==> config.mk <==
export PLATFORM = sky130hd
export DESIGN_NAME = counter_priority_task_scheduler_flat
export DESIGN_NICKNAME = d
export VERILOG_FILES = /design/src/design/cpts_pkg.sv /design/src/design/cpts_req_if.sv /design/src/design/cpts_rsp_if.sv /design/src/design/cpts_slot_mem.sv /design/src/design/cpts_sched.sv /design/src/design/counter_priority_task_scheduler.sv /design/src/flat_wrapper.sv
export SDC_FILE = /design/constraint.sdc
export NUM_CORES = 2
export LEC_CHECK = 0
export BUFFER_PORTS_ARGS = -buffer_cell sky130_fd_sc_hd__buf_4
export CAP_MARGIN = 15
export CORE_AREA = 2 2 626 441
export CTS_CLUSTER_DIAMETER = 150
export CTS_CLUSTER_SIZE = 25
export DETAILED_ROUTE_END_ITERATION = 10
export DIE_AREA = 0 0 628 443
export PLACE_DENSITY = 0.56
export SYNTH_ARGS = -nofsm -noshare
export SYNTH_HDL_FRONTEND = slang
export SYNTH_HIERARCHICAL = 1
export SYNTH_SLANG_ARGS = --single-unit
export TNS_END_PERCENT = 5
==> constraint.sdc <==
create_clock -name clock -period 18.8 [get_ports clock]
set_input_delay 3.76 -clock clock [delete_from_list [all_inputs] [get_ports clock]]
set_output_delay 3.76 -clock clock [all_outputs]
set_load 0.1 [all_outputs]
==> src/design/cpts_pkg.sv <==
// Shared types and constants for the counter/priority task scheduler.
// No dependencies; every other design file imports this package.
`default_nettype none

package cpts_pkg;

   localparam int FUNC_W = 3;
   localparam int TASK_W = 6;
   localparam int PRIO_W = 8;
   localparam int CNT_W  = 16;
   localparam int PRE_W  = 8;

   // Event codes carried in func.
   localparam logic [FUNC_W-1:0] FUNC_TICK  = 3'd0;
   localparam logic [FUNC_W-1:0] FUNC_YIELD = 3'd1;
   localparam logic [FUNC_W-1:0] FUNC_EXIT  = 3'd2;
   localparam logic [FUNC_W-1:0] FUNC_PDIS  = 3'd3;
   localparam logic [FUNC_W-1:0] FUNC_PEN   = 3'd4;
   localparam logic [FUNC_W-1:0] FUNC_LOAD  = 3'd5;

   localparam logic signed [CNT_W-1:0] CNT_MIN = 16'sh8000;
   localparam logic signed [CNT_W-1:0] CNT_MAX = 16'sh7FFF;
   localparam logic [PRE_W-1:0]        PRE_MAX = 8'hFF;

   // One task table entry as held in the slot memory.
   typedef struct packed {
      logic signed [CNT_W-1:0] counter;
      logic [PRIO_W-1:0]       prio;
      logic [PRE_W-1:0]        preempt;
   } slot_word_type;

   typedef struct packed {
      logic [FUNC_W-1:0] func;
      logic [TASK_W-1:0] task_index;
      logic [PRIO_W-1:0] task_priority;
   } event_type;

   typedef struct packed {
      logic [TASK_W-1:0]       current_task;
      logic                    switched;
      logic signed [CNT_W-1:0] current_counter;
   } result_type;

endpackage

`default_nettype wire

==> src/design/cpts_req_if.sv <==
// Event channel: valid/ready handshake plus the event payload.
// Depends on cpts_pkg for field widths.
`default_nettype none

interface cpts_req_if import cpts_pkg::*; ();
   logic              valid;
   logic              ready;
   logic [FUNC_W-1:0] func;
   logic [TASK_W-1:0] task_index;
   logic [PRIO_W-1:0] task_priority;

   modport source (output valid, output func, output task_index, output task_priority,
                   input ready);
   modport sink   (input valid, input func, input task_index, input task_priority,
                   output ready);
endinterface

`default_nettype wire

==> src/design/cpts_rsp_if.sv <==
// Result channel: valid/ready handshake plus the scheduling result payload.
// Depends on cpts_pkg for field widths.
`default_nettype none

interface cpts_rsp_if import cpts_pkg::*; ();
   logic                    valid;
   logic                    ready;
   logic [TASK_W-1:0]       current_task;
   logic                    switched;
   logic signed [CNT_W-1:0] current_counter;

   modport source (output valid, output current_task, output switched,
                   output current_counter, input ready);
   modport sink   (input valid, input current_task, input switched,
                   input current_counter, output ready);
endinterface

`default_nettype wire

==> src/design/cpts_slot_mem.sv <==
// Slot memory: counter, priority and preempt count per task, one read and
// one write port, registered read. Per-entry written flags supply reset values.
`default_nettype none

module cpts_slot_mem import cpts_pkg::*; #(
   parameter int  TASKS  = 64,
   localparam int SLOT_W = $clog2(TASKS)
) (
   input  wire logic              clock,
   input  wire logic              reset,
   input  wire logic [SLOT_W-1:0] rd_addr,
   output slot_word_type          rd_data,
   input  wire logic              wr_en,
   input  wire logic [SLOT_W-1:0] wr_addr,
   input  wire slot_word_type     wr_data
);

   slot_word_type     mem [TASKS];
   slot_word_type     q_ff;
   logic [SLOT_W-1:0] rd_addr_ff;
   logic [TASKS-1:0]  written_ff, written_in;
   logic              rd_written_ff, rd_written_in;
   slot_word_type     reset_word;

   always_ff @(posedge clock) begin
      if (wr_en) begin
         mem[wr_addr] <= wr_data;
      end
      q_ff       <= mem[rd_addr];
      rd_addr_ff <= rd_addr;
   end

   always_comb begin
      written_in = written_ff;
      if (wr_en) begin
         written_in[wr_addr] = 1'b1;
      end
      rd_written_in = written_ff[rd_addr];
   end

   always_ff @(posedge clock) begin
      if (reset) begin
         written_ff    <= '0;
         rd_written_ff <= 1'b0;
      end else begin
         written_ff    <= written_in;
         rd_written_ff <= rd_written_in;
      end
   end

   // Unwritten entries read as their reset value: slot 0 has priority 1.
   always_comb begin
      reset_word.counter = '0;
      reset_word.prio    = (rd_addr_ff == '0) ? PRIO_W'(1) : '0;
      reset_word.preempt = '0;
      rd_data = rd_written_ff ? q_ff : reset_word;
   end

endmodule

`default_nettype wire

==> src/design/cpts_sched.sv <==
// Event sequencer: read-modify-write of the current slot, scan and recharge
// passes over the slot memory. Depends on cpts_pkg; drives cpts_slot_mem.
`default_nettype none

module cpts_sched import cpts_pkg::*; #(
   parameter int  TASKS  = 64,
   localparam int SLOT_W = $clog2(TASKS)
) (
   input  wire logic               clock,
   input  wire logic               reset,
   input  wire logic               start,
   input  wire event_type          evt,
   output logic                    ready,
   output logic                    res_valid,
   output result_type              res,
   input  wire logic               res_take,
   output logic [SLOT_W-1:0]       rd_addr,
   input  wire slot_word_type      rd_data,
   output logic                    wr_en,
   output logic [SLOT_W-1:0]       wr_addr,
   output slot_word_type           wr_data
);

   typedef enum logic [2:0] {
      ST_IDLE,
      ST_CUR,
      ST_SCAN,
      ST_PICK_RD,
      ST_PICK_DATA,
      ST_DONE
   } state_type;

   localparam logic [SLOT_W:0]   ISSUE_END = (SLOT_W+1)'(TASKS);
   localparam logic [SLOT_W-1:0] LAST_SLOT = SLOT_W'(TASKS - 1);

   state_type               state_ff, state_in;
   event_type               evt_ff, evt_in;
   logic [SLOT_W-1:0]       cur_ff, cur_in;
   logic [SLOT_W-1:0]       before_ff, before_in;
   logic [TASKS-1:0]        valid_ff, valid_in;
   logic [TASKS-1:0]        run_ff, run_in;
   logic [SLOT_W:0]         issue_ff, issue_in;
   logic                    dvld_ff, dvld_in;
   logic [SLOT_W-1:0]       didx_ff, didx_in;
   logic signed [CNT_W:0]   best_ff, best_in;
   logic [SLOT_W-1:0]       pick_ff, pick_in;
   logic                    rech_ff, rech_in;
   result_type              res_ff, res_in;

   logic signed [CNT_W-1:0] rd_cnt, tick_dec, half, recharged, cand;
   logic signed [CNT_W:0]   rsum, cand_x, best_nx;
   logic [SLOT_W-1:0]       pick_nx, load_slot;
   logic                    hit, load_ok;

   assign rd_cnt    = rd_data.counter;
   assign tick_dec  = (rd_cnt == CNT_MIN) ? rd_cnt : rd_cnt - 16'sd1;
   assign half      = rd_cnt >>> 1;
   assign rsum      = {half[CNT_W-1], half} + {{(CNT_W+1-PRIO_W){1'b0}}, rd_data.prio};
   assign recharged = (!rsum[CNT_W] && rsum[CNT_W-1]) ? CNT_MAX : rsum[CNT_W-1:0];
   assign cand      = rech_ff ? recharged : rd_cnt;
   assign cand_x    = {cand[CNT_W-1], cand};
   assign hit       = valid_ff[didx_ff] && run_ff[didx_ff] && (cand_x > best_ff);
   assign best_nx   = hit ? cand_x : best_ff;
   assign pick_nx   = hit ? didx_ff : pick_ff;
   assign load_slot = SLOT_W'(evt_ff.task_index);
   assign load_ok   = 32'(evt_ff.task_index) < 32'(TASKS);

   assign ready     = (state_ff == ST_IDLE);
   assign res_valid = (state_ff == ST_DONE);
   assign res       = res_ff;

   always_comb begin
      state_in  = state_ff;
      evt_in    = evt_ff;
      cur_in    = cur_ff;
      before_in = before_ff;
      valid_in  = valid_ff;
      run_in    = run_ff;
      issue_in  = issue_ff;
      dvld_in   = 1'b0;
      didx_in   = didx_ff;
      best_in   = best_ff;
      pick_in   = pick_ff;
      rech_in   = rech_ff;
      res_in    = res_ff;
      rd_addr   = cur_ff;
      wr_en     = 1'b0;
      wr_addr   = cur_ff;
      wr_data   = rd_data;

      unique case (state_ff)
         ST_IDLE: begin
            if (start) begin
               evt_in    = evt;
               before_in = cur_ff;
               state_in  = ST_CUR;
            end
         end
         ST_CUR: begin
            res_in.current_task    = TASK_W'(cur_ff);
            res_in.switched        = 1'b0;
            res_in.current_counter = rd_cnt;
            state_in               = ST_DONE;
            issue_in               = '0;
            best_in                = -(CNT_W+1)'(1);
            pick_in                = '0;
            rech_in                = 1'b0;
            unique case (evt_ff.func)
               FUNC_TICK: begin
                  wr_en = 1'b1;
                  if (tick_dec > 16'sd0 || rd_data.preempt != '0) begin
                     wr_data.counter        = tick_dec;
                     res_in.current_counter = tick_dec;
                  end else begin
                     wr_data.counter = '0;
                     state_in        = ST_SCAN;
                  end
               end
               FUNC_YIELD: begin
                  wr_en           = 1'b1;
                  wr_data.counter = '0;
                  state_in        = ST_SCAN;
               end
               FUNC_EXIT: begin
                  wr_en           = 1'b1;
                  wr_data.counter = '0;
                  run_in[cur_ff]  = 1'b0;
                  state_in        = ST_SCAN;
               end
               FUNC_PDIS: begin
                  wr_en = 1'b1;
                  if (rd_data.preempt != PRE_MAX) begin
                     wr_data.preempt = rd_data.preempt + PRE_W'(1);
                  end
               end
               FUNC_PEN: begin
                  wr_en = 1'b1;
                  if (rd_data.preempt != '0) begin
                     wr_data.preempt = rd_data.preempt - PRE_W'(1);
                  end
               end
               FUNC_LOAD: begin
                  if (load_ok) begin
                     wr_en               = 1'b1;
                     wr_addr             = load_slot;
                     wr_data.counter     = {{(CNT_W-PRIO_W){1'b0}}, evt_ff.task_priority};
                     wr_data.prio        = evt_ff.task_priority;
                     wr_data.preempt     = '0;
                     valid_in[load_slot] = 1'b1;
                     run_in[load_slot]   = 1'b1;
                     if (load_slot == cur_ff) begin
                        res_in.current_counter =
                           {{(CNT_W-PRIO_W){1'b0}}, evt_ff.task_priority};
                     end
                  end
               end
               default: begin
               end
            endcase
         end
         ST_SCAN: begin
            rd_addr = issue_ff[SLOT_W-1:0];
            if (issue_ff < ISSUE_END) begin
               issue_in = issue_ff + (SLOT_W+1)'(1);
               dvld_in  = 1'b1;
               didx_in  = issue_ff[SLOT_W-1:0];
            end
            if (dvld_ff) begin
               best_in = best_nx;
               pick_in = pick_nx;
               // Recharge pass writes each valid slot back as it is compared.
               if (rech_ff && valid_ff[didx_ff]) begin
                  wr_en           = 1'b1;
                  wr_addr         = didx_ff;
                  wr_data.counter = recharged;
               end
               if (didx_ff == LAST_SLOT) begin
                  if (!rech_ff && best_nx == '0) begin
                     rech_in  = 1'b1;
                     issue_in = '0;
                     dvld_in  = 1'b0;
                     best_in  = -(CNT_W+1)'(1);
                     pick_in  = '0;
                  end else begin
                     cur_in   = pick_nx;
                     state_in = ST_PICK_RD;
                  end
               end
            end
         end
         ST_PICK_RD: begin
            rd_addr  = cur_ff;
            state_in = ST_PICK_DATA;
         end
         ST_PICK_DATA: begin
            res_in.current_task    = TASK_W'(cur_ff);
            res_in.switched        = (cur_ff != before_ff);
            res_in.current_counter = rd_cnt;
            state_in               = ST_DONE;
         end
         ST_DONE: begin
            if (res_take) begin
               state_in = ST_IDLE;
            end
         end
         default: begin
            state_in = ST_IDLE;
         end
      endcase
   end

   always_ff @(posedge clock) begin
      if (reset) begin
         state_ff  <= ST_IDLE;
         cur_ff    <= '0;
         before_ff <= '0;
         valid_ff  <= TASKS'(1);
         run_ff    <= TASKS'(1);
         issue_ff  <= '0;
         dvld_ff   <= 1'b0;
         rech_ff   <= 1'b0;
      end else begin
         state_ff  <= state_in;
         cur_ff    <= cur_in;
         before_ff <= before_in;
         valid_ff  <= valid_in;
         run_ff    <= run_in;
         issue_ff  <= issue_in;
         dvld_ff   <= dvld_in;
         rech_ff   <= rech_in;
      end
      evt_ff  <= evt_in;
      didx_ff <= didx_in;
      best_ff <= best_in;
      pick_ff <= pick_in;
      res_ff  <= res_in;
   end

endmodule

`default_nettype wire

==> src/design/counter_priority_task_scheduler.sv <==
// Tick without reschedule, preempt, load and unused codes go from ST_CUR to ST_DONE; a reschedule
// adds a scan pass over every slot, a recharge pass when the best counter is zero, then ST_PICK_RD and ST_PICK_DATA.
// Throughput: one event at a time; the slot memory port, one slot per cycle, sets the scan.
// The output register takes a finished result so the next event can be accepted at once.
// Reset (synchronous, active high): slot 0 valid and running with priority 1, current 0;
// memory entries read as reset values until written, with no clearing pass.
`default_nettype none

module counter_priority_task_scheduler import cpts_pkg::*; #(
   parameter int TASKS = 64
) (
   input wire logic  clock,
   input wire logic  reset,
   cpts_req_if.sink   req_chan,
   cpts_rsp_if.source rsp_chan
);

   localparam int SLOT_W = $clog2(TASKS);

   event_type         evt;
   logic              start;
   logic              eng_ready;
   logic              eng_res_valid;
   result_type        eng_res;
   logic              res_take;
   logic [SLOT_W-1:0] rd_addr;
   slot_word_type     rd_data;
   logic              wr_en;
   logic [SLOT_W-1:0] wr_addr;
   slot_word_type     wr_data;

   logic              rsp_valid_ff, rsp_valid_in;
   result_type        rsp_data_ff;

   // Pack the event beat; the sequencer captures it when it starts.
   assign evt.func          = req_chan.func;
   assign evt.task_index    = req_chan.task_index;
   assign evt.task_priority = req_chan.task_priority;
   assign req_chan.ready    = eng_ready;
   assign start             = req_chan.valid && eng_ready;

   cpts_sched #(.TASKS(TASKS)) u_sched (
      .clock     (clock),
      .reset     (reset),
      .start     (start),
      .evt       (evt),
      .ready     (eng_ready),
      .res_valid (eng_res_valid),
      .res       (eng_res),
      .res_take  (res_take),
      .rd_addr   (rd_addr),
      .rd_data   (rd_data),
      .wr_en     (wr_en),
      .wr_addr   (wr_addr),
      .wr_data   (wr_data)
   );

   cpts_slot_mem #(.TASKS(TASKS)) u_slot_mem (
      .clock   (clock),
      .reset   (reset),
      .rd_addr (rd_addr),
      .rd_data (rd_data),
      .wr_en   (wr_en),
      .wr_addr (wr_addr),
      .wr_data (wr_data)
   );

   // Output register: take a result when the register is empty or its beat
   // leaves in this cycle; otherwise hold the sequencer in its done state.
   assign res_take = eng_res_valid && (!rsp_valid_ff || rsp_chan.ready);

   always_comb begin
      rsp_valid_in = rsp_valid_ff;
      if (rsp_chan.ready) begin
         rsp_valid_in = 1'b0;
      end
      if (res_take) begin
         rsp_valid_in = 1'b1;
      end
   end

   always_ff @(posedge clock) begin
      if (reset) begin
         rsp_valid_ff <= 1'b0;
      end else begin
         rsp_valid_ff <= rsp_valid_in;
      end
      if (res_take) begin
         rsp_data_ff <= eng_res;
      end
   end

   assign rsp_chan.valid           = rsp_valid_ff;
   assign rsp_chan.current_task    = rsp_data_ff.current_task;
   assign rsp_chan.switched        = rsp_data_ff.switched;
   assign rsp_chan.current_counter = rsp_data_ff.current_counter;

`ifndef ASSERT_OFF
   // The sequencer works on one event: no beat can follow in the next cycle.
   a_one_at_a_time: assert property (@(posedge clock) disable iff (reset)
      (req_chan.valid && req_chan.ready) |=> !req_chan.ready)
      else $error("event accepted while previous event still in progress");

   // A pending sequencer result holds until the output register takes it.
   a_res_hold: assert property (@(posedge clock) disable iff (reset)
      (eng_res_valid && !res_take) |=> (eng_res_valid && $stable(eng_res)))
      else $error("sequencer result dropped or changed before handoff");

   // A new result beat appears only from a handoff.
   a_rsp_source: assert property (@(posedge clock) disable iff (reset)
      $rose(rsp_valid_ff) |-> $past(res_take))
      else $error("result beat appeared without a handoff");

   // A handoff always leaves a beat in the output register.
   a_take_lands: assert property (@(posedge clock) disable iff (reset)
      res_take |=> rsp_valid_ff)
      else $error("handoff lost");
`endif

endmodule

`default_nettype wire
==> src/flat_wrapper.sv <==
// flat-port wrapper written by rule: the top's interface ports become plain ports
module counter_priority_task_scheduler_flat import cpts_pkg::*;
#(
   parameter int TASKS = 64
)
  (clock, reset, req_chan_valid, req_chan_func, req_chan_task_index, req_chan_task_priority, req_chan_ready, rsp_chan_valid, rsp_chan_current_task, rsp_chan_switched, rsp_chan_current_counter, rsp_chan_ready);
  cpts_req_if req_chan_i ();
  cpts_rsp_if rsp_chan_i ();
  input wire logic clock;
  input wire logic reset;
  input wire logic [$bits(req_chan_i.valid)-1:0] req_chan_valid;
  input wire logic [$bits(req_chan_i.func)-1:0] req_chan_func;
  input wire logic [$bits(req_chan_i.task_index)-1:0] req_chan_task_index;
  input wire logic [$bits(req_chan_i.task_priority)-1:0] req_chan_task_priority;
  output wire logic [$bits(req_chan_i.ready)-1:0] req_chan_ready;
  output wire logic [$bits(rsp_chan_i.valid)-1:0] rsp_chan_valid;
  output wire logic [$bits(rsp_chan_i.current_task)-1:0] rsp_chan_current_task;
  output wire logic [$bits(rsp_chan_i.switched)-1:0] rsp_chan_switched;
  output wire logic [$bits(rsp_chan_i.current_counter)-1:0] rsp_chan_current_counter;
  input wire logic [$bits(rsp_chan_i.ready)-1:0] rsp_chan_ready;
  assign req_chan_i.valid = req_chan_valid;
  assign req_chan_i.func = req_chan_func;
  assign req_chan_i.task_index = req_chan_task_index;
  assign req_chan_i.task_priority = req_chan_task_priority;
  assign req_chan_ready = req_chan_i.ready;
  assign rsp_chan_valid = rsp_chan_i.valid;
  assign rsp_chan_current_task = rsp_chan_i.current_task;
  assign rsp_chan_switched = rsp_chan_i.switched;
  assign rsp_chan_current_counter = rsp_chan_i.current_counter;
  assign rsp_chan_i.ready = rsp_chan_ready;
  counter_priority_task_scheduler #(.TASKS(TASKS)) u_core (.clock(clock), .reset(reset), .req_chan(req_chan_i), .rsp_chan(rsp_chan_i));
endmodule
* Word level (Yosys, flattened, before mapping) *
Memory sizes are Yosys's and may differ from the RTL's. A register that Yosys moved wholly into a read port is not among the register bits.
Cells that the tools add are included.

operators by class
  order comparisons = 11
  $add $sub $neg = 5
  divide/modulo/power cells = 0
  multiplexer cells = 76
  reduce and logical (&&, ||, !) cells = 35
  bitwise operators = 7
  multipliers = 0
  shift operators = 0
  equality and inequality tests = 21

operator list
  cell                                                                                  count
  64-bit bitwise OR                                                                     3
  16-bit two-way mux                                                                    9
  64-bit one-hot mux with 2 select lines                                                1
  17-bit two-way mux                                                                    4
  64-bit bitwise AND                                                                    1
  64-bit NOT                                                                            1
  16-bit one-hot mux with 2 select lines                                                2
  6-bit two-way mux                                                                     8
  16-bit one-hot mux with 3 select lines                                                1
  23-bit one-hot mux with 2 select lines                                                1
  6-bit by 7-bit less-than comparator with 1-bit output (second input constant)         5
  17-bit one-hot mux with 2 select lines                                                1
  32-bit two-way mux                                                                    1
  7-bit two-way mux                                                                     4
  8-bit two-way mux                                                                     3
  6-bit one-hot mux with 2 select lines                                                 2
  8-bit one-hot mux with 3 select lines                                                 1
  1-bit two-way mux                                                                     21
  1-bit binary-select mux with 6-bit select                                             3
  1-bit demux with 6-bit select                                                         3
  6-bit by 1-bit greater-or-equal comparator with 1-bit output (second input constant)  3
  3-bit two-way mux                                                                     6
  3-bit one-hot mux with 6 select lines                                                 1
  16-bit by 17-bit greater-than comparator with 1-bit output                            1
  34 further kinds                                                                      69

word-level totals
  memories = 1
  bits in latches = 0
  input bits = 21
  flip-flop bits (word level) = 316
  RAM bits = 2,048
  ROM bits = 0

memory list
  name                   depth  bits a word  read ports  clocked after Yosys merged registers in  write ports  line                 text
  u_core.u_slot_mem.mem  64     32           1           1                                        1            cpts_slot_mem.sv:18  slot_word_type mem [TASKS];

* Depth between registers and ports, before layout *
  depth after elaboration = 17
  mapped depth = 23
  gate-level depth less buffers = 21

* By module *
The synthesis kept the hierarchy.

by module, submodules not included
  module                           area an instance (um2)  cells each  times used
  cpts_slot_mem                    81,110.3                3,754       1
  cpts_sched                       13,015.0                1,564       1
  counter_priority_task_scheduler  752.0                   29          1

* Least setup slack after synthesis *
No wires, ideal clock.

  path type = reg-to-reg
  from = register u_core.u_slot_mem.rd_written_ff
  to = memory u_core/u_slot_mem/mem[0][19] (netlist bit), data pin
  arrival time = 6.792 ns
  library setup time = 1.009 ns
  path slack = 11.000 ns
  cell stages (with the launch flop) = 12
  period minus slack after synthesis = 7.800 ns
  path buffers = 3
  path through = dfxtp_1 -> clkbuf_1 -> and2_1 -> or3_1 -> buf_2 -> or3_1 -> o41a_1 -> o21ai_1 -> and2_1 -> nand3_1 -> clkbuf_1 -> o311ai_0

RTL lines
  element                 line                 text
  start, declared         cpts_slot_mem.sv:22  logic rd_written_ff, rd_written_in;
  start signal, assigned  cpts_slot_mem.sv:47  rd_written_ff <= rd_written_in;
  end, declared           cpts_slot_mem.sv:18

==> results.md <==
* Status: finished, final reports clean
* TritonCTS clock tree: yes
* Worst-Margin Slew at 1.28 ns
* DR top layer: met5
* Most common cell after layout, fill and taps aside: edfxtp_1
* WHS Endpoint: u_core/rsp_chan.current_counter[6]$_DFFE_PP_
* Peak VDD IR at 0.0787 mV
* DPL Wire Length at 167,000 µm
* Final Wtd Congestion at 0.901
* Total global-route track usage at 19.8%
* Sequential area share after synthesis at 73.1%
* RR Endpoint: u_core/u_sched/best_ff[4]$_SDFFCE_PN1P_
* Synth Area in XOR/XNOR at 0.222%
* Setup Buffers After CTS at 0
* Post-Route Setup TNS at 0 ns
* Adder-cell share of the synthesized area at 0.430%
* Via count at 52,782
* Wire per inst at 31.1 µm
* Worst EP arrival at 7.53 ns
* Iter 0 DRT Violations at 8,703
* R2R Path Start: u_core/u_slot_mem/rd_written_ff$_SDFF_PP0_
* Mean cell area of the mapped netlist at 17.7 µm²
* CP startpoint: u_core/u_slot_mem/rd_written_ff$_SDFF_PP0_
* Most common flop cell mapped by yosys: edfxtp_1
* Pwr Density at 98.7 nW/µm²
* Synthesized flop and latch total at 2,396
* Fin util at 37.9%
* Die area at 278,000 µm²
* Post-cts hold buffer count at 0
* Hold Path Class: flop to flop
* CTS Buf Count at 105
* Pins over their slew limit at 0
* Number of max-cap violations at 0
* Post-Synth Simple-Gate Area at 5.74%
* PnR worst setup slack at 11.78 ns
* Met2 WL at 115,000 µm
* Clock latency on the worst-skew pair at 0.79 ns
* DRT Pass-1 Iters at 5
* Share of layout cells above drive strength 1 at 18.5%
* Pre-CTS WS at 11.90 ns
* Count of final setup violators at 0
* Main combinational cell family by area after synthesis: multiplexers
* Final period utilization at 37.3%
* Initial Utilization at 34.8%
* Commonest non-fill, non-tap cells in the layout: edfxtp_1, mux4_2, nor2_1
* Routed length on met3 at 32,900 µm
* H-Tree Depth at 3
* R2r setup slk at 11.78 ns
* M1 WL at 130,000 µm
* Fmax at 0.142 GHz
* Synthesis-to-layout area growth at 9.08%
* Worst setup SP type: flop
* Global route overflow at 0
* Compound-Gate Fraction of Synth Area at 5.25%
* Min cycle time layout at 7.02 ns
* Leak at 31.4 nW
* Antenna violations before repair at 36
* Final count of hold timing violations at 0
* Global-route wire length before repair at 394,000 µm
* Post-synth EDFFs at 2,140
* Mapped Cells at 5,347
* Fin nets at 5,389
* Die outline width at 628 µm
* Hold Path Cell Cnt at 0
* CP required at 19.31 ns
* I/O Buffers at 45
* Netlist area before placement at 94,900 µm²
* Vias in the first global route at 49,818
* Chip height at 443 µm
* Count of different cell masters after synthesis at 89
* Post-route ant nets at 0
* CP Capture Type: flop
* Clk sinks at 2,396
* Beginning of the worst hold path: u_core/u_sched/res[6]$_DFFE_PP_
* Crit path kind: flop to flop
* Via/cell ratio at 5.80
* Largest net degree at the start of global routing at 106
* Post_cts resized at 0
* Slew headroom at 14.8%
* Clk buf depth at 3
* DRC errors left at 0
* Clock slew at reported path FFs at 0.11 ns
* RSZ-0062 raised after global routing: no
* Syn Nets at 5,400
* Largest fanout on the critical path at 42
* Final Skew at 0.0563 ns
* # rows at 161
* Core area at 273,000 µm²
* I/O Pins at 46
* Multiplexer share of the synthesized area at 13.4%
* Clock root cell: clkbuf_16
* Total number of yosys warnings at 6
* Async SR Flop Fraction at 0%
* Worst Reg-to-Reg Cells at 20
* Final WL at 283,000 µm
## report_power, final
group          switching, mW  internal (mW)
Combinational          0.951          0.241
Clock                   1.63           1.09
Sequential             0.125           6.17
Total                   2.71           7.50
## cells by family after synthesis
kind of cell               Yosys count
DFF                               2396
and+or+nand+nor                   1145
AOI/OAI and AO/OA                  748
muxes                              621
buffers and inverters              381
adders and majority gates           32
xor gates and xnor gates            24
## worst max path at each step
stage	to	depth (start not counted)
final	u_core/u_sched/best_ff[4]$_SDFFCE_PN1P_	20
after global routing	u_core/u_sched/cur_ff[4]$_SDFFE_PP0P_	20
after CTS	u_core/u_sched/best_ff[4]$_SDFFCE_PN1P_	20
after detailed placement	u_core/u_sched/best_ff[4]$_SDFFCE_PN1P_	20
after global placement	u_core/u_sched/best_ff[6]$_SDFFCE_PN1P_	20
after floorplan	u_core/u_slot_mem/mem[0][19]$_DFFE_PP_	11
## sequential cells by signal (all words and copies together), names as in the netlist, 3 cells and up
name and cells:
u_core/rsp_chan.current_counter 16, u_core/rsp_chan.current_task 6, u_core/u_sched/before_ff 6, u_core/u_sched/best_ff 17
u_core/u_sched/cur_ff 6, u_core/u_sched/didx_ff 6, u_core/u_sched/evt_ff 11, u_core/u_sched/issue_ff 7
u_core/u_sched/load_slot 6, u_core/u_sched/pick_ff 6, u_core/u_sched/res 23, u_core/u_sched/run_ff 64
u_core/u_sched/state_ff 3, u_core/u_sched/valid_ff 64, u_core/u_slot_mem/mem 2048, u_core/u_slot_mem/q_ff 32
u_core/u_slot_mem/rd_addr_ff 6, u_core/u_slot_mem/written_ff 64
## per-stage QoR
stage / hold slack (ns) / instances / power [mW] / cell area, µm²
detailed placement: 0.405 / 8893 / 7.58 / 100000
global route: 0.443 / 9093 / 10.5 / 103000
global placement: 0.403 / 8891 / 7.56 / 100000
floorplan: 0.400 / 5347 / 6.99 / 94900
CTS: 0.429 / 9090 / 10.2 / 103000
finish: 0.427 / 9102 / 10.2 / 103000
## synthesized netlist by cell type, types with 83 or more instances
cell type / number / area, µm²
nand2_1: 216 / 811
mux4_2: 518 / 11700
a22oi_1: 223 / 1670
a21oi_1: 228 / 1140
nor2b_1: 99 / 619
nor2_1: 453 / 1700
buf_2: 83 / 415
clkbuf_1: 211 / 792
mux2i_1: 92 / 921
nor3_1: 115 / 576
dfxtp_1: 256 / 5120
edfxtp_1: 2140 / 64300
## critical path, cell delays in order (launching register included)
cell and delay (ns):
dfxtp_1 0.87, o41ai_1 0.27, ha_1 0.28, fa_1 0.41, a21o_1 0.20, a221oi_1 0.91
nor2b_1 0.10, o21a_1 0.22, o21ai_0 0.28, o21ai_0 0.13, a32o_1 0.25, ha_1 0.31
nand4_1 0.12, or2_2 0.33, a21oi_1 0.13, o211ai_1 0.15, a22oi_4 0.14, buf_4 0.45
mux2_4 0.40, a21oi_4 0.57, o211ai_1 0.19
## metal layers
metal  vias up  track usage (%)
met5         -                0
met4        12             3.03
met3       244             4.82
met2      2787             27.1
met1     28401             32.1
li1      21338                -
## final cells by class
| cell class | instances | area, µm² |
|---|---|---|
| fill | 24837 | 169000 |
| sequential | 2396 | 69400 |
| multi-input combinational | 2570 | 24500 |
| tap | 3667 | 4590 |
| clock buffer | 192 | 3000 |
| timing repair buffer | 225 | 1740 |
| inverter | 38 | 143 |
| clock inverter | 5 | 73.8 |
| antenna | 9 | 22.5 |
No activity file was read; power rests on OpenSTA's default activity.
